$ cat src/rtl/bba_pkg.sv
// shared constants, types, flag-slot and reset-layout functions of the buddy block allocator
// no dependencies
package bba_pkg;

   localparam int LEVELS          = 8;
   localparam int MIN_BLOCK_BYTES = 64;
   localparam int BUFFER_BYTES    = 8192;
   localparam int RESERVED_UNITS  = 1;

   localparam int UNITS     = 1 << (LEVELS - 1);
   localparam int FLAGS     = UNITS - 1;
   localparam int UW        = LEVELS;
   localparam int AW        = LEVELS - 1;
   localparam int LW        = $clog2(LEVELS);
   localparam int KW        = $clog2(LEVELS + 1);
   localparam int MIN_SHIFT = $clog2(MIN_BLOCK_BYTES);

   localparam int OP_W     = 1;
   localparam int SIZE_W   = 14;
   localparam int OFF_W    = 13;
   localparam int STATUS_W = 2;

   localparam logic [OP_W-1:0] OP_ALLOC = 1'b0;
   localparam logic [OP_W-1:0] OP_FREE  = 1'b1;

   localparam logic [STATUS_W-1:0] STATUS_OK       = 2'd0;
   localparam logic [STATUS_W-1:0] STATUS_NO_SPACE = 2'd1;
   localparam logic [STATUS_W-1:0] STATUS_BAD      = 2'd2;

   typedef logic [UW-1:0] unit_type;
   typedef unit_type [LEVELS-1:0] head_vec_type;
   typedef logic [FLAGS-1:0] flag_vec_type;

   localparam unit_type NONE_U = unit_type'(UNITS);

   typedef struct packed {
      logic [OP_W-1:0]   op;
      logic [SIZE_W-1:0] size;
      logic [OFF_W-1:0]  offset;
   } item_type;

   typedef struct packed {
      logic [OFF_W-1:0]    offset;
      logic [STATUS_W-1:0] status;
   } result_type;

   typedef struct packed {
      logic          wr;
      logic [AW-1:0] addr;
      unit_type      data;
   } ram_cmd_type;

   function automatic logic [LEVELS-1:0] pair_slot(logic [LW-1:0] lvl, logic [AW-1:0] idx);
      pair_slot = (LEVELS'(1) << (lvl - LW'(1))) - LEVELS'(1) + LEVELS'(idx >> 1);
   endfunction

   function automatic logic [LEVELS-1:0] split_slot(logic [LW-1:0] lvl, logic [AW-1:0] idx);
      split_slot = (LEVELS'(1) << lvl) - LEVELS'(1) + LEVELS'(idx);
   endfunction

   function automatic head_vec_type reset_heads();
      head_vec_type h;
      int unsigned  b, s, e, sh;
      b = (RESERVED_UNITS < UNITS) ? RESERVED_UNITS : UNITS;
      for (int l = 0; l < LEVELS; l++) begin
         h[l] = NONE_U;
         sh   = LEVELS - 1 - l;
         s    = UNITS >> l;
         e    = ((b + s - 1) >> sh) << sh;
         if (e < UNITS && ((e >> sh) & 1) != 0) begin
            h[l] = unit_type'(e);
         end
      end
      return h;
   endfunction

   function automatic flag_vec_type reset_pairs();
      flag_vec_type p;
      int unsigned  b, s, e, sh, cnt, slot;
      p = '0;
      b = (RESERVED_UNITS < UNITS) ? RESERVED_UNITS : UNITS;
      for (int l = 1; l < LEVELS; l++) begin
         sh  = LEVELS - 1 - l;
         s   = UNITS >> l;
         e   = ((b + s - 1) >> sh) << sh;
         cnt = (e < UNITS) ? (e >> sh) : (1 << l);
         for (int unsigned i = 0; i < cnt; i++) begin
            slot = (1 << (l - 1)) - 1 + (i >> 1);
            if (slot < FLAGS) begin
               p[AW'(slot)] = ~p[AW'(slot)];
            end
         end
      end
      return p;
   endfunction

   function automatic flag_vec_type reset_splits();
      flag_vec_type f;
      int unsigned  b, s, sh, cnt, slot;
      f = '0;
      b = (RESERVED_UNITS < UNITS) ? RESERVED_UNITS : UNITS;
      for (int l = 0; l + 1 < LEVELS; l++) begin
         sh  = LEVELS - 1 - l;
         s   = UNITS >> l;
         cnt = (b + s - 1) >> sh;
         for (int unsigned i = 0; i < cnt; i++) begin
            slot = (1 << l) - 1 + i;
            if (slot < FLAGS) begin
               f[AW'(slot)] = 1'b1;
            end
         end
      end
      return f;
   endfunction

endpackage

$ cat src/rtl/bba_link_ram.sv
// single-port link memory, one entry per minimum unit, registered read
// depends on bba_pkg
module bba_link_ram (
   input  logic                  clock,
   input  bba_pkg::ram_cmd_type  cmd,
   output bba_pkg::unit_type     rd_data
);

   bba_pkg::unit_type mem [bba_pkg::UNITS];
   bba_pkg::unit_type rd_ff;

   always_ff @(posedge clock) begin
      if (cmd.wr) begin
         mem[cmd.addr] <= cmd.data;
      end
      rd_ff <= mem[cmd.addr];
   end

   assign rd_data = rd_ff;

endmodule

$ cat src/rtl/bba_seq.sv
// allocate / free sequencer: list heads, pair and split flag memories, link memory accesses
// depends on bba_pkg; drives two bba_link_ram instances
module bba_seq (
   input  logic                  clock,
   input  logic                  reset,
   input  logic                  item_valid,
   output logic                  item_ready,
   input  bba_pkg::item_type     item,
   output logic                  res_valid,
   input  logic                  res_take,
   output bba_pkg::result_type   res,
   output bba_pkg::ram_cmd_type  next_cmd,
   output bba_pkg::ram_cmd_type  prev_cmd,
   input  bba_pkg::unit_type     next_rd,
   input  bba_pkg::unit_type     prev_rd
);

   localparam logic [3:0] S_INIT   = 4'd0;
   localparam logic [3:0] S_IDLE   = 4'd1;
   localparam logic [3:0] S_ALLOC  = 4'd2;
   localparam logic [3:0] S_FREE   = 4'd3;
   localparam logic [3:0] S_ALOOP  = 4'd4;
   localparam logic [3:0] S_APUSH1 = 4'd5;
   localparam logic [3:0] S_APUSH2 = 4'd6;
   localparam logic [3:0] S_MCHK   = 4'd7;
   localparam logic [3:0] S_MRM2   = 4'd8;
   localparam logic [3:0] S_MPUSH  = 4'd9;
   localparam logic [3:0] S_REM_RD = 4'd10;
   localparam logic [3:0] S_REM_WR = 4'd11;
   localparam logic [3:0] S_PSH_A  = 4'd12;
   localparam logic [3:0] S_PSH_B  = 4'd13;
   localparam logic [3:0] S_DONE   = 4'd14;
   localparam logic [3:0] S_FWALK  = 4'd15;

   localparam int LW       = bba_pkg::LW;
   localparam int AW       = bba_pkg::AW;
   localparam int UW       = bba_pkg::UW;
   localparam int LEVELS_W = bba_pkg::LEVELS;

   localparam logic [bba_pkg::UNITS-1:0] PAIR_INIT  = {1'b0, bba_pkg::reset_pairs()};
   localparam logic [bba_pkg::UNITS-1:0] SPLIT_INIT = {1'b0, bba_pkg::reset_splits()};

   logic [3:0]                    state_ff, state_in, ret_ff, ret_in;
   logic [AW-1:0]                 init_cnt_ff, init_cnt_in;
   bba_pkg::item_type             item_ff, item_in;
   logic [LW-1:0]                 j_ff, j_in, lvl_ff, lvl_in, pl_ff, pl_in;
   logic [LW-1:0]                 arg_lvl_ff, arg_lvl_in, fl_ff, fl_in;
   bba_pkg::unit_type             u_ff, u_in, arg_u_ff, arg_u_in, hsave_ff, hsave_in;
   logic [AW-1:0]                 pi_ff, pi_in;
   logic [bba_pkg::OFF_W-1:0]     res_off_ff, res_off_in;
   logic [bba_pkg::STATUS_W-1:0]  res_status_ff, res_status_in;
   bba_pkg::head_vec_type         head_ff, head_in;
   logic                          tgl_pend_ff, tgl_pend_in;
   logic [AW-1:0]                 tgl_slot_ff, tgl_slot_in;

   logic                          pair_mem [bba_pkg::UNITS];
   logic                          split_mem [bba_pkg::UNITS];
   logic                          pair_rd_ff, split_rd_ff;
   logic [AW-1:0]                 pair_addr, split_addr;
   logic                          pair_we, pair_wd, split_we, split_wd;

   logic                          pair_tgl, split_wr, split_val;
   logic [LEVELS_W-1:0]           pair_ts, split_ws;

   logic [bba_pkg::KW-1:0]        a_k;
   logic [LW-1:0]                 a_lvl, a_j;
   logic                          a_err;
   logic [31:0]                   f_off32;
   logic                          f_bad;
   bba_pkg::unit_type             f_u;
   logic [AW-1:0]                 fw_idx, fr_idx;
   logic                          fw_aligned, fw_split;
   logic [LEVELS_W-1:0]           fw_ss, fr_ss, m_ps;
   bba_pkg::unit_type             hj, hl;
   logic [AW-1:0]                 hj_idx, hl_idx;

   // size class and source level for allocate
   always_comb begin
      a_k = bba_pkg::KW'(bba_pkg::LEVELS);
      for (int kk = bba_pkg::LEVELS - 1; kk >= 0; kk--) begin
         if ((64'(bba_pkg::MIN_BLOCK_BYTES) << kk) >= 64'(item_ff.size)) begin
            a_k = bba_pkg::KW'(kk);
         end
      end
      a_err = a_k > bba_pkg::KW'(bba_pkg::LEVELS - 2);
      a_lvl = LW'(bba_pkg::LEVELS - 1 - int'(a_k));
      a_j   = '0;
      for (int jj = 1; jj < bba_pkg::LEVELS; jj++) begin
         if (LW'(jj) <= a_lvl && head_ff[jj] < bba_pkg::NONE_U) begin
            a_j = LW'(jj);
         end
      end
   end

   // offset check of the block to free
   always_comb begin
      f_off32 = 32'(item_ff.offset);
      f_bad   = f_off32 >= 32'(bba_pkg::BUFFER_BYTES)
             || (f_off32 & 32'(bba_pkg::MIN_BLOCK_BYTES - 1)) != 32'd0
             || (f_off32 >> bba_pkg::MIN_SHIFT) >= 32'(bba_pkg::UNITS)
             || (f_off32 >> bba_pkg::MIN_SHIFT) < 32'(bba_pkg::RESERVED_UNITS);
      f_u     = UW'(f_off32 >> bba_pkg::MIN_SHIFT);
   end

   // level walk of the block to free, one level a cycle
   assign fw_idx     = AW'(f_u >> (LW'(bba_pkg::LEVELS - 1) - fl_ff));
   assign fw_aligned = (fw_idx << (LW'(bba_pkg::LEVELS - 1) - fl_ff)) == f_u[AW-1:0];
   assign fw_ss      = bba_pkg::split_slot(fl_ff, fw_idx);
   assign fw_split   = fw_ss < LEVELS_W'(bba_pkg::FLAGS) && split_rd_ff;
   assign fr_idx     = AW'(f_u >> (LW'(bba_pkg::LEVELS - 1) - fl_in));
   assign fr_ss      = bba_pkg::split_slot(fl_in, fr_idx);

   assign hj     = head_ff[j_ff];
   assign hl     = head_ff[lvl_ff];
   assign hj_idx = AW'(hj >> (LW'(bba_pkg::LEVELS - 1) - j_ff));
   assign hl_idx = AW'(hl >> (LW'(bba_pkg::LEVELS - 1) - lvl_ff));
   assign m_ps   = bba_pkg::pair_slot(pl_ff + LW'(1), AW'(pi_ff << 1));

   assign item_ready = state_ff == S_IDLE;
   assign res_valid  = state_ff == S_DONE;
   assign res        = '{offset: res_off_ff, status: res_status_ff};

   always_comb begin
      state_in      = state_ff;
      ret_in        = ret_ff;
      init_cnt_in   = init_cnt_ff;
      item_in       = item_ff;
      j_in          = j_ff;
      lvl_in        = lvl_ff;
      pl_in         = pl_ff;
      pi_in         = pi_ff;
      fl_in         = fl_ff;
      arg_lvl_in    = arg_lvl_ff;
      u_in          = u_ff;
      arg_u_in      = arg_u_ff;
      hsave_in      = hsave_ff;
      res_off_in    = res_off_ff;
      res_status_in = res_status_ff;
      head_in       = head_ff;
      pair_tgl      = 1'b0;
      pair_ts       = '0;
      split_wr      = 1'b0;
      split_ws      = '0;
      split_val     = 1'b0;
      next_cmd      = '{wr: 1'b0, addr: arg_u_ff[AW-1:0], data: '0};
      prev_cmd      = '{wr: 1'b0, addr: arg_u_ff[AW-1:0], data: '0};

      case (state_ff)
         S_INIT: begin
            next_cmd    = '{wr: 1'b1, addr: init_cnt_ff, data: bba_pkg::NONE_U};
            prev_cmd    = '{wr: 1'b1, addr: init_cnt_ff, data: bba_pkg::NONE_U};
            init_cnt_in = init_cnt_ff + AW'(1);
            if (&init_cnt_ff) begin
               state_in = S_IDLE;
            end
         end
         S_IDLE: begin
            if (item_valid) begin
               item_in       = item;
               res_off_in    = '0;
               res_status_in = bba_pkg::STATUS_OK;
               state_in      = (item.op == bba_pkg::OP_FREE) ? S_FREE : S_ALLOC;
            end
         end
         S_ALLOC: begin
            if (a_err) begin
               res_status_in = bba_pkg::STATUS_BAD;
               state_in      = S_DONE;
            end else if (a_j == '0) begin
               res_status_in = bba_pkg::STATUS_NO_SPACE;
               state_in      = S_DONE;
            end else begin
               j_in     = a_j;
               lvl_in   = a_lvl;
               state_in = S_ALOOP;
            end
         end
         S_ALOOP: begin
            if (j_ff < lvl_ff) begin
               u_in       = hj;
               pair_tgl   = 1'b1;
               pair_ts    = bba_pkg::pair_slot(j_ff, hj_idx);
               split_wr   = 1'b1;
               split_ws   = bba_pkg::split_slot(j_ff, hj_idx);
               split_val  = 1'b1;
               arg_lvl_in = j_ff;
               arg_u_in   = hj;
               ret_in     = S_APUSH1;
               state_in   = S_REM_RD;
            end else if (hl >= bba_pkg::NONE_U) begin
               res_status_in = bba_pkg::STATUS_NO_SPACE;
               state_in      = S_DONE;
            end else begin
               pair_tgl   = 1'b1;
               pair_ts    = bba_pkg::pair_slot(lvl_ff, hl_idx);
               res_off_in = bba_pkg::OFF_W'(32'(hl) << bba_pkg::MIN_SHIFT);
               arg_lvl_in = lvl_ff;
               arg_u_in   = hl;
               ret_in     = S_DONE;
               state_in   = S_REM_RD;
            end
         end
         S_APUSH1: begin
            arg_lvl_in = j_ff + LW'(1);
            arg_u_in   = u_ff;
            ret_in     = S_APUSH2;
            state_in   = S_PSH_A;
         end
         S_APUSH2: begin
            arg_lvl_in = j_ff + LW'(1);
            arg_u_in   = u_ff + (bba_pkg::NONE_U >> (j_ff + LW'(1)));
            j_in       = j_ff + LW'(1);
            ret_in     = S_ALOOP;
            state_in   = S_PSH_A;
         end
         S_FREE: begin
            if (f_bad) begin
               res_status_in = bba_pkg::STATUS_BAD;
               state_in      = S_DONE;
            end else begin
               fl_in    = LW'(1);
               state_in = S_FWALK;
            end
         end
         S_FWALK: begin
            if (fl_ff == LW'(bba_pkg::LEVELS - 1) || (fw_aligned && !fw_split)) begin
               pair_tgl   = 1'b1;
               pair_ts    = bba_pkg::pair_slot(fl_ff, fw_idx);
               arg_lvl_in = fl_ff;
               arg_u_in   = f_u;
               pl_in      = fl_ff - LW'(1);
               pi_in      = fw_idx >> 1;
               ret_in     = S_MCHK;
               state_in   = S_PSH_A;
            end else begin
               fl_in = fl_ff + LW'(1);
            end
         end
         S_MCHK: begin
            if (pl_ff != '0 && !(m_ps < LEVELS_W'(bba_pkg::FLAGS) && pair_rd_ff)) begin
               arg_lvl_in = pl_ff + LW'(1);
               arg_u_in   = UW'(pi_ff) << (LW'(bba_pkg::LEVELS - 1) - pl_ff);
               ret_in     = S_MRM2;
               state_in   = S_REM_RD;
            end else begin
               state_in = S_DONE;
            end
         end
         S_MRM2: begin
            arg_lvl_in = pl_ff + LW'(1);
            arg_u_in   = UW'({pi_ff, 1'b1}) << (LW'(bba_pkg::LEVELS - 2) - pl_ff);
            ret_in     = S_MPUSH;
            state_in   = S_REM_RD;
         end
         S_MPUSH: begin
            split_wr   = 1'b1;
            split_ws   = bba_pkg::split_slot(pl_ff, pi_ff);
            split_val  = 1'b0;
            pair_tgl   = 1'b1;
            pair_ts    = bba_pkg::pair_slot(pl_ff, pi_ff);
            arg_lvl_in = pl_ff;
            arg_u_in   = UW'(pi_ff) << (LW'(bba_pkg::LEVELS - 1) - pl_ff);
            pl_in      = pl_ff - LW'(1);
            pi_in      = pi_ff >> 1;
            ret_in     = S_MCHK;
            state_in   = S_PSH_A;
         end
         S_REM_RD: begin
            state_in = S_REM_WR;
         end
         S_REM_WR: begin
            if (head_ff[arg_lvl_ff] == arg_u_ff) begin
               head_in[arg_lvl_ff] = next_rd;
            end
            if (next_rd < bba_pkg::NONE_U) begin
               prev_cmd = '{wr: 1'b1, addr: next_rd[AW-1:0], data: prev_rd};
            end
            if (prev_rd < bba_pkg::NONE_U) begin
               next_cmd = '{wr: 1'b1, addr: prev_rd[AW-1:0], data: next_rd};
            end
            state_in = ret_ff;
         end
         S_PSH_A: begin
            next_cmd            = '{wr: 1'b1, addr: arg_u_ff[AW-1:0], data: head_ff[arg_lvl_ff]};
            prev_cmd            = '{wr: 1'b1, addr: arg_u_ff[AW-1:0], data: bba_pkg::NONE_U};
            hsave_in            = head_ff[arg_lvl_ff];
            head_in[arg_lvl_ff] = arg_u_ff;
            state_in            = S_PSH_B;
         end
         S_PSH_B: begin
            if (hsave_ff < bba_pkg::NONE_U) begin
               prev_cmd = '{wr: 1'b1, addr: hsave_ff[AW-1:0], data: arg_u_ff};
            end
            state_in = ret_ff;
         end
         S_DONE: begin
            if (res_take) begin
               state_in = S_IDLE;
            end
         end
         default: begin
            state_in = S_IDLE;
         end
      endcase
   end

   // pair toggle: read in the cycle of the request, written back in the next
   assign tgl_pend_in = pair_tgl && pair_ts < LEVELS_W'(bba_pkg::FLAGS);
   assign tgl_slot_in = pair_ts[AW-1:0];

   always_comb begin
      pair_addr  = m_ps[AW-1:0];
      pair_we    = 1'b0;
      pair_wd    = 1'b0;
      split_addr = fr_ss[AW-1:0];
      split_we   = 1'b0;
      split_wd   = 1'b0;
      if (state_ff == S_INIT) begin
         pair_addr  = init_cnt_ff;
         pair_we    = 1'b1;
         pair_wd    = PAIR_INIT[init_cnt_ff];
         split_addr = init_cnt_ff;
         split_we   = 1'b1;
         split_wd   = SPLIT_INIT[init_cnt_ff];
      end else begin
         if (tgl_pend_ff) begin
            pair_addr = tgl_slot_ff;
            pair_we   = 1'b1;
            pair_wd   = ~pair_rd_ff;
         end else if (pair_tgl) begin
            pair_addr = pair_ts[AW-1:0];
         end
         if (split_wr && split_ws < LEVELS_W'(bba_pkg::FLAGS)) begin
            split_addr = split_ws[AW-1:0];
            split_we   = 1'b1;
            split_wd   = split_val;
         end
      end
   end

   always_ff @(posedge clock) begin
      if (pair_we) begin
         pair_mem[pair_addr] <= pair_wd;
      end
      pair_rd_ff <= pair_mem[pair_addr];
      if (split_we) begin
         split_mem[split_addr] <= split_wd;
      end
      split_rd_ff <= split_mem[split_addr];
   end

   always_ff @(posedge clock) begin
      if (reset) begin
         state_ff    <= S_INIT;
         init_cnt_ff <= '0;
         head_ff     <= bba_pkg::reset_heads();
         tgl_pend_ff <= 1'b0;
         ret_ff      <= S_IDLE;
      end else begin
         state_ff    <= state_in;
         init_cnt_ff <= init_cnt_in;
         head_ff     <= head_in;
         tgl_pend_ff <= tgl_pend_in;
         ret_ff      <= ret_in;
      end
      tgl_slot_ff   <= tgl_slot_in;
      item_ff       <= item_in;
      j_ff          <= j_in;
      lvl_ff        <= lvl_in;
      pl_ff         <= pl_in;
      pi_ff         <= pi_in;
      fl_ff         <= fl_in;
      arg_lvl_ff    <= arg_lvl_in;
      u_ff          <= u_in;
      arg_u_ff      <= arg_u_in;
      hsave_ff      <= hsave_in;
      res_off_ff    <= res_off_in;
      res_status_ff <= res_status_in;
   end

endmodule

$ cat src/rtl/buddy_block_allocator.sv
// buddy block allocator top level: request/response handshake and result register
// depends on bba_pkg, bba_seq and bba_link_ram
//
// request channel (req_*): operation 0 allocates req_request_size bytes, 1 frees the
// block at req_free_offset. one request is taken at a time; req_ready is high only
// while the sequencer is idle.
// response channel (rsp_*): one response per request, rsp_block_offset and rsp_status
// (0 ok, 1 no free block, 2 too large or bad offset). the response sits in an output
// register, so the next request is taken while it waits for rsp_ready.
// an allocate splits a larger block level by level down to the size asked for; a free
// searches the levels for the block, then merges it with its buddy level by level; each step is
// bounded by the single-port link and flag memories (read, then write back).
// reset: list heads take the reserved-region layout at once; then a clearing pass over
// every minimum unit writes the link memories and loads the pair and split flag memories,
// and no request is taken until it ends.
// a stalled receiver holds the response; the sequencer waits with its next result
// until the output register is free.
module buddy_block_allocator (
   input  logic                            clock,
   input  logic                            reset,
   input  logic                            req_valid,
   output logic                            req_ready,
   input  logic [bba_pkg::OP_W-1:0]        req_operation,
   input  logic [bba_pkg::SIZE_W-1:0]      req_request_size,
   input  logic [bba_pkg::OFF_W-1:0]       req_free_offset,
   output logic                            rsp_valid,
   input  logic                            rsp_ready,
   output logic [bba_pkg::OFF_W-1:0]       rsp_block_offset,
   output logic [bba_pkg::STATUS_W-1:0]    rsp_status
);

   bba_pkg::item_type     item;
   bba_pkg::result_type   res;
   bba_pkg::ram_cmd_type  next_cmd, prev_cmd;
   bba_pkg::unit_type     next_rd, prev_rd;
   logic                  res_valid, res_take;
   logic                  rsp_valid_ff, rsp_valid_in;
   bba_pkg::result_type   rsp_ff, rsp_in;

   assign item = '{op: req_operation, size: req_request_size, offset: req_free_offset};

   bba_seq u_seq (
      .clock      (clock),
      .reset      (reset),
      .item_valid (req_valid),
      .item_ready (req_ready),
      .item       (item),
      .res_valid  (res_valid),
      .res_take   (res_take),
      .res        (res),
      .next_cmd   (next_cmd),
      .prev_cmd   (prev_cmd),
      .next_rd    (next_rd),
      .prev_rd    (prev_rd)
   );

   bba_link_ram u_next_ram (
      .clock   (clock),
      .cmd     (next_cmd),
      .rd_data (next_rd)
   );

   bba_link_ram u_prev_ram (
      .clock   (clock),
      .cmd     (prev_cmd),
      .rd_data (prev_rd)
   );

   assign res_take = !rsp_valid_ff || rsp_ready;

   always_comb begin
      rsp_valid_in = rsp_valid_ff && !rsp_ready;
      rsp_in       = rsp_ff;
      if (res_valid && res_take) begin
         rsp_valid_in = 1'b1;
         rsp_in       = res;
      end
   end

   always_ff @(posedge clock) begin
      if (reset) begin
         rsp_valid_ff <= 1'b0;
      end else begin
         rsp_valid_ff <= rsp_valid_in;
      end
      rsp_ff <= rsp_in;
   end

   assign rsp_valid        = rsp_valid_ff;
   assign rsp_block_offset = rsp_ff.offset;
   assign rsp_status       = rsp_ff.status;

endmodule

$ cat config.mk
export PLATFORM = sky130hd
export DESIGN_NAME = buddy_block_allocator
export DESIGN_NICKNAME = d
export VERILOG_FILES = /design/src/rtl/bba_pkg.sv /design/src/rtl/bba_link_ram.sv /design/src/rtl/bba_seq.sv /design/src/rtl/buddy_block_allocator.sv
export SDC_FILE = /design/constraint.sdc
export NUM_CORES = 2
export LEC_CHECK = 0
export BUFFER_PORTS_ARGS = -buffer_cell sky130_fd_sc_hd__buf_2
export CORE_AREA = 2 2 525 527
export CTS_CLUSTER_DIAMETER = 100
export DETAILED_ROUTE_END_ITERATION = 8
export DIE_AREA = 0 0 527 529
export SYNTH_ARGS = -nofsm -noshare
export SYNTH_HDL_FRONTEND = slang
export SYNTH_HIERARCHICAL = 1
export SYNTH_SLANG_ARGS = --single-unit
$ cat constraint.sdc
create_clock -name clock -period 11.4 [get_ports clock]
set_input_delay 2.28 -clock clock [delete_from_list [all_inputs] [get_ports clock]]
set_output_delay 2.28 -clock clock [all_outputs]
set_load 0.01 [all_outputs]
# Word level (Yosys, flattened, before mapping)
# Memories as Yosys holds them, arrays and structs flattened. A register that Yosys moved wholly into a read port is not among the register bits.
# Index checks and enable logic that the tools add are counted.
[totals]
inputBits = 32
out_inout_bits = 17
rom_bits = 128
mem_count = 5
register_bits = 191
ram_bits = 2304
[op_classes]
n_eq_ne = 32
mux = 118
shifts = 17
order_cmp = 39
bitwise_logic = 3
n_reduce_logical = 50
n_addsub = 35
[memory_table]
columns = ["name", "depth", "width", "rd", "rd_ports_with_merged_regs", "write_ports", "line_no", "source"]
rows = [
  ["u_next_ram.mem", 128, 8, 1, 1, 1, "bba_link_ram.sv:9", "bba_pkg::unit_type mem [bba_pkg::UNITS];"],
  ["u_prev_ram.mem", 128, 8, 1, 1, 1, "bba_link_ram.sv:9", ""],
  ["(no name shown)", 128, 1, 1, 1, 0, "bba_seq.sv:321", "pair_wd = PAIR_INIT[init_cnt_ff];"],
  ["u_seq.pair_mem", 128, 1, 1, 1, 1, "bba_seq.sv:56", "logic pair_mem [bba_pkg::UNITS];"],
  ["u_seq.split_mem", 128, 1, 1, 1, 1, "bba_seq.sv:57", "logic split_mem [bba_pkg::UNITS];"],
]
[ops]
columns = ["cell", "count"]
rows = [
  ["bitwise mux 64 bit", 2],
  ["one-hot mux 64 bit (2 select lines)", 1],
  ["two-way mux 8 bit", 12],
  ["less-than comparator 8 bit (second input constant)", 10],
  ["two-way mux 4 bit", 19],
  ["binary-select mux 8 bit (select 3 bit)", 3],
  ["two-way mux 64 bit", 1],
  ["one-hot mux 16 bit (4 select lines)", 1],
  ["left shift 1 x 3 -> 8 bit (first input constant)", 8],
  ["subtractor 8 x 1 -> 8 bit (second input constant)", 8],
  ["two-way mux 7 bit", 8],
  ["one-hot mux 8 bit (7 select lines)", 1],
  ["one-hot mux 4 bit (13 select lines)", 1],
  ["two-way mux 3 bit", 17],
  ["two-way mux 16 bit", 3],
  ["one-hot mux 16 bit (3 select lines)", 1],
  ["adder 8 x 6 -> 8 bit", 5],
  ["two-way mux 13 bit", 3],
  ["== test 4 bit (second input constant)", 8],
  ["less-than comparator 8 x 7 -> 1 bit (second input constant)", 4],
  ["nonzero test 32 bit", 1],
  ["one-hot mux 4 bit (7 select lines)", 1],
  ["two-way mux 1 bit", 26],
  ["one-hot mux 13 bit (2 select lines)", 1],
  ["other kinds (72)", 149],
]

# Depth between registers and ports, before layout
[depth]
depth_word = 23
depth_mapped = 35
depth_no_buf = 33

# Hierarchy
# The synthesis kept the hierarchy.
[by_module_without_submodules]
columns = ["module", "cells_per_inst", "n_inst", "seq_area_each_um2", "area_each_um2"]
rows = [
  ["bba_link_ram", 2475, 2, 30909.6, 40433.8],
  ["bba_seq", 2812, 1, 11891.4, 27321.2],
  ["buddy_block_allocator", 20, 1, 470.5, 505.5],
]

# Worst setup path before layout
# OpenSTA, ideal clock, no wires.
[synth_path]
kind = "flip-flop to flip-flop"
start = "reg u_seq.j_ff[0]"
end = "mem u_seq.split_mem[0], data pin"
setup_ps = 1197
path_slack_ps = 466
arrival_time_ps = 9738
period_less_slack_ps = 10934
stages_incl_launch_ff = 22
required_ps = 10203
path_cell_list = "edfxtp_1 buf_2 buf_1 clkbuf_1 clkinv_1 a31oi_1 nand2_1 o21ai_0 mux2i_1 ha_1 inv_1 ha_1 fa_1 a211oi_1 o21bai_1 a211oi_1 o31ai_1 and2_1 buf_2 or2_1 buf_2 o21ai_0"
[synth_via]
elab_chain_len = 10
word_cells_on_any_way = 17
cone_classes = "add/sub: 3; order compare: 2; shift: 2; mux: 9; reduce/logical: 1"
[synth_lines]
columns = ["item", "line_no", "source"]
rows = [
  ["start, declared", "bba_seq.sv:46", "logic [LW-1:0] j_ff, j_in, lvl_ff, lvl_in, pl_ff, pl_in;"],
  ["start signal, assigned", "bba_seq.sv:368", "j_ff <= j_in;"],
  ["binary-select mux 8 bit (select 3 bit)", "bba_seq.sv:113", "assign hj = head_ff[j_ff];"],
  ["two-way mux 8 bit (not written as such)", "bba_seq.sv:113", ""],
  ["right shift 8 x 3 -> 7 bit", "bba_seq.sv:115", "assign hj_idx = AW'(hj >> (LW'(bba_pkg::LEVELS - 1) - j_ff));"],
  ["adder 8 x 7 -> 8 bit", "bba_pkg.sv:58", "split_slot = (LEVELS'(1) << lvl) - LEVELS'(1) + LEVELS'(idx);"],
  ["two-way mux 8 bit", "bba_seq.sv:179", "if (j_ff < lvl_ff) begin"],
  ["one-hot mux 8 bit (2 select lines)", "bba_seq.sv:148", "case (state_ff)"],
  ["less-than comparator 8 x 7 -> 1 bit", "bba_seq.sv:333", "if (split_wr && split_ws < LEVELS_W'(bba_pkg::FLAGS)) begin"],
  ["logical AND 1 bit", "bba_seq.sv:333", ""],
  ["two-way mux 1 bit *", "bba_seq.sv:333", ""],
  ["two-way mux 1 bit *", "bba_seq.sv:318", "if (state_ff == S_INIT) begin"],
  ["net u_seq.split_wd", "bba_seq.sv:60", "logic pair_we, pair_wd, split_we, split_wd;"],
  ["end, declared", "bba_seq.sv:57", ""],
]
# The timed path passes the listed nets; every way through them passes the cells marked *. The select of a mux whose other input is x is not followed.

# Worst setup path in the final report
[layout_path]
start = "reg u_seq.fl_ff[0]"
end = "reg u_seq.split_rd_ff, read port of u_seq.split_mem"
[layout_via]
elab_chain_len = 15
word_cells_on_any_way = 24
cone_classes = "add/sub: 7; order compare: 1; eq/ne: 2; shift: 5; mux: 5; reduce/logical: 4"
[layout_lines]
columns = ["item", "line_no", "source"]
rows = [
  ["start, declared", "bba_seq.sv:47", "logic [LW-1:0] arg_lvl_ff, arg_lvl_in, fl_ff, fl_in;"],
  ["start signal, assigned", "bba_seq.sv:372", "fl_ff <= fl_in;"],
  ["left shift 1 x 3 -> 8 bit or subtractor 3 bit (tied branches)", "bba_pkg.sv:58, bba_seq.sv:106, bba_seq.sv:107", ""],
  ["subtractor 8 x 1 -> 8 bit or right shift 7 x 3 -> 7 bit (tied branches)", "bba_pkg.sv:58, bba_seq.sv:106", ""],
  ["adder 8 x 7 -> 8 bit", "bba_pkg.sv:58", ""],
  ["less-than comparator 8 x 7 -> 1 bit", "bba_seq.sv:109", "assign fw_split = fw_ss < LEVELS_W'(bba_pkg::FLAGS) && split_rd_ff;"],
  ["logical AND 1 bit", "bba_seq.sv:109", ""],
  ["logical NOT 1 bit", "bba_seq.sv:226", "if (fl_ff == LW'(bba_pkg::LEVELS - 1) || (fw_aligned && !fw_split)) begin"],
  ["logical AND 1 bit", "bba_seq.sv:226", ""],
  ["logical OR 1 bit", "bba_seq.sv:226", ""],
  ["two-way mux 3 bit *", "bba_seq.sv:226", ""],
  ["one-hot mux 3 bit (2 select lines) *", "bba_seq.sv:148", ""],
  ["net u_seq.fl_in[1]", "bba_seq.sv:47", ""],
  ["subtractor 3 bit or left shift 1 x 3 -> 7 bit (tied branches)", "bba_seq.sv:110, bba_pkg.sv:58", ""],
  ["right shift 7 x 3 -> 7 bit or subtractor 7 x 1 -> 7 bit (tied branches)", "bba_seq.sv:110, bba_pkg.sv:58", ""],
  ["adder 7 bit *", "bba_pkg.sv:58", ""],
  ["two-way mux 7 bit *", "bba_seq.sv:333", ""],
  ["two-way mux 7 bit *", "bba_seq.sv:318", ""],
  ["end, declared", "bba_seq.sv:58", "logic pair_rd_ff, split_rd_ff;"],
]
# The timed path passes the listed nets; every way through them passes the cells marked *.
# A chain may end at the register's enable or synchronous reset.

==> flow_summary.yaml <==
power:
  p_seq_share_pct: 50.5
  power_density_nw_per_um2: 164
  combPwrFrac_pct: 6.3
  power.total_uw: 19900
  clkPwrFrac_pct: 43.3
  sw_frac_of_total_pct: 23.4
  p_int_uw: 15200
  p_switching_uw: 4650
  vdd_ir_drop_max_mv: 0.103
  p_leak_uw: 0.0390
floorplan:
  core_um2: 273000
  dieArea_um2: 279000
  dieWidth_um: 527
  rows: 192
  dieHeight_um: 529
  top_level_ports: 49
  initial_core_util_pct: 39.8
setup_path:
  cp_num_buf_inv: 3
  crit_path_end_kind: "flop"
  critical_path.max_fanout: 16
  cpMostUsedCell: "ha_1"
  path_class: "reg2reg"
  cp.required_ns: 12.18
  critPathTopFamily: "compound AO/OA/AOI/OAI gates"
  start_kind: "flop"
  max_stage_delay_ns: 0.76
  crit_arrival_ns: 9.59
  critPathSlowestCell: "a21oi_1"
timing:
  whs_ns: 0.417
  worst_pin_slew_ns: 1.39
  fin_setup_tns_ns: 0
  finalSetupViolCount: 0
  fin_crit_ns: 8.81
  skew_ns: 0.0659
  hold_viol: 0
  fmaxAchievable_mhz: 114
  rsz0062_at_grt: "false"
  slew_violations: 0
  fin_crit_sh_pct: 77.3
  relSlewSlack_pct: 6.53
clocking:
  clock_latency_ns: 0.91
  htree_num_levels: 5
  hold_buffers: 0
  cts_inserted_buffers: 270
  cts_setup_buffers: 0
  cts_root_buffer: "clkbuf_16"
  cts_sinks: 2507
  clkSlewWorstSetupHoldPaths_ns: 0.06
  clockBufferDepth: 4
  cts_resized: 0
  cts_tree: "built"
routing:
  routedWlPerCell_um: 27.9
  first_pass_iters: 8
  vias_per_cell: 6.14
  antenna_left: 0
  drtIter0Drc: 9350
  vias: 70800
  drc_errors: 0
  wl_mm: 323
status:
  outcome: "finished clean"
synthesis:
  syn_area_per_cell_um2: 14.0
  synth_cell_types: 114
  ys_async_sr_fraction_pct: 0
  ys_seq_area_share_pct: 68.2
  synth_edf_count: 2397
  synth_cells: 7782
  ys_ff_latch: 2507
  synth_warnings: 6
  synth_flop_cell: "edfxtp_1"
  synth_area_um2: 109000
layout:
  syn_to_final_growth_pct: 11.4
  final_cell_mix: "edfxtp_1, nor2_1, nand2_1"
  nNetsFinal: 7924
  drive_gt1_share_pct: 12.1
  final_common_cell: "edfxtp_1"
worst_hold_path:
  hold_class: "reg2reg"
global_routing:
  grt_pass1_vias: 68900
  track_usage_pct: 22.4
  antenna_found_initial: 4
  grt_max_degree: 129
  grt_pass1_wl_mm: 472
  overflow: 0
run:
  drv_cap: 0
place:
  portBuffers: 48
  hpwl_mm: 194
  gp_congestion: 0.894
[power groups by stage]
stage               clock [uW]  combinational, uW  sequential [uW]
floorplan                    0                769            10200
global placement             0               1220            10200
detailed placement           0               1220            10200
CTS                       8720               1220            10000
global route              9070               1300            10000
finish                    8600               1250            10000
[metrics by stage]
stage	instance area [um2]	worst slack [ns]	util (%)	std cells
after CTS	121000	2.59	44.4	11500
after detailed placement	112000	2.62	41.2	11100
final	121000	2.59	44.4	11500
after global placement	112000	2.78	41.2	11100
after global routing	121000	1.65	44.4	11500
after floorplan	109000	0.466	-	7787
[final cells by class]
class / instances / area [um2]
inverters: 170 / 643
flip-flops and latches: 2507 / 74200
well taps: 3589 / 4490
clock buffers: 318 / 7050
multi-input cells: 4558 / 31400
clock inverters: 160 / 1550
repair buffers: 235 / 1730
fillers: 24200 / 152000
diodes: 3 / 7.51
[worst reg2reg max path, delay by kind of cell (launching register included)]
family / cells / cell delay [ns]
DFF: 1 / 0.71
buffers and inverters: 3 / 0.54
muxes: 1 / 0.59
xor gates and xnor gates: 1 / 0.18
adders and majority gates: 5 / 1.35
and+or+nand+nor: 5 / 0.90
AOI/OAI and AO/OA: 14 / 4.46
[state kept, by name, summed over array words and instances (netlist names), 6 cells and up, named ones only]
name	cells
u_prev_ram/mem	1024
u_seq/pi_ff	6
u_prev_ram/rd_data	8
u_seq/pair_mem	128
u_seq/hsave_ff	8
u_seq/head_ff	64
u_seq/u_ff	8
u_seq/arg_u_ff	8
u_seq/f_off32	13
u_next_ram/rd_data	8
u_seq/res_off_ff	7
u_seq/init_cnt_ff	7
rsp_block_offset	13
u_seq/split_mem	128
u_seq/item_ff	14
u_next_ram/mem	1024
u_seq/tgl_slot_ff	7
[logic make-up after synthesis]
logic type	after synthesis	share of synthesized area [%]
xor+xnor	67	0.540
flops	2507	68.2
buf+inv	722	3.20
other cells	1	0.00345
fa+ha+maj	150	1.80
simple gates	1891	7.54
compound gates	1917	12.9
mux	527	5.78
[Yosys cell counts (all sizes together) (27+ instances only)]
master	count	area share, %
nand4	34	0.20
buf	308	1.8
a221oi	478	3.9
or3	27	0.16
nand2	527	1.8
nor2b	62	0.39
xnor2	42	0.34
o22ai	62	0.36
nand3	86	0.40
mux4	62	1.3
clkbuf	244	0.84
nand2b	33	0.20
nor3	68	0.34
o211ai	53	0.38
a22o	94	0.76
a21oi	370	1.7
ha	140	1.6
a22oi	169	1.2
inv	167	0.58
dfxtp	110	2.0
mux2i	294	2.7
a31oi	27	0.17
o221ai	41	0.34
edfxtp	2397	66
and2	31	0.19
a211oi	40	0.28
a221o	55	0.51
nor2	944	3.3
mux2	171	1.8
a21o	32	0.22
o21ai	272	1.3
[layer usage]
layer  GRT usage [%]  routed length (um)  vias up
met3            4.38               31300      616
met5               0                  27        -
met1            31.6              134000    36100
met4            7.32               10400        4
li1                -                   -    30400
met2            34.8              147000     3757
[worst paths after layout]
check	startpoint	endpoint	slack, ns	cells after the start
max reg2reg	u_seq/fl_ff[0]$_DFF_P_	u_seq/split_rd_ff$_DFF_P_	2.59	29
min	u_seq/res_off_ff[8]$_SDFFCE_PN0P_	rsp_block_offset[8]$_DFFE_PP_	0.42	0
max	u_seq/fl_ff[0]$_DFF_P_	u_seq/split_rd_ff$_DFF_P_	2.59	29
min reg2reg	u_seq/res_off_ff[8]$_SDFFCE_PN0P_	rsp_block_offset[8]$_DFFE_PP_	0.42	0
No activity file was read; power rests on OpenSTA's default activity.
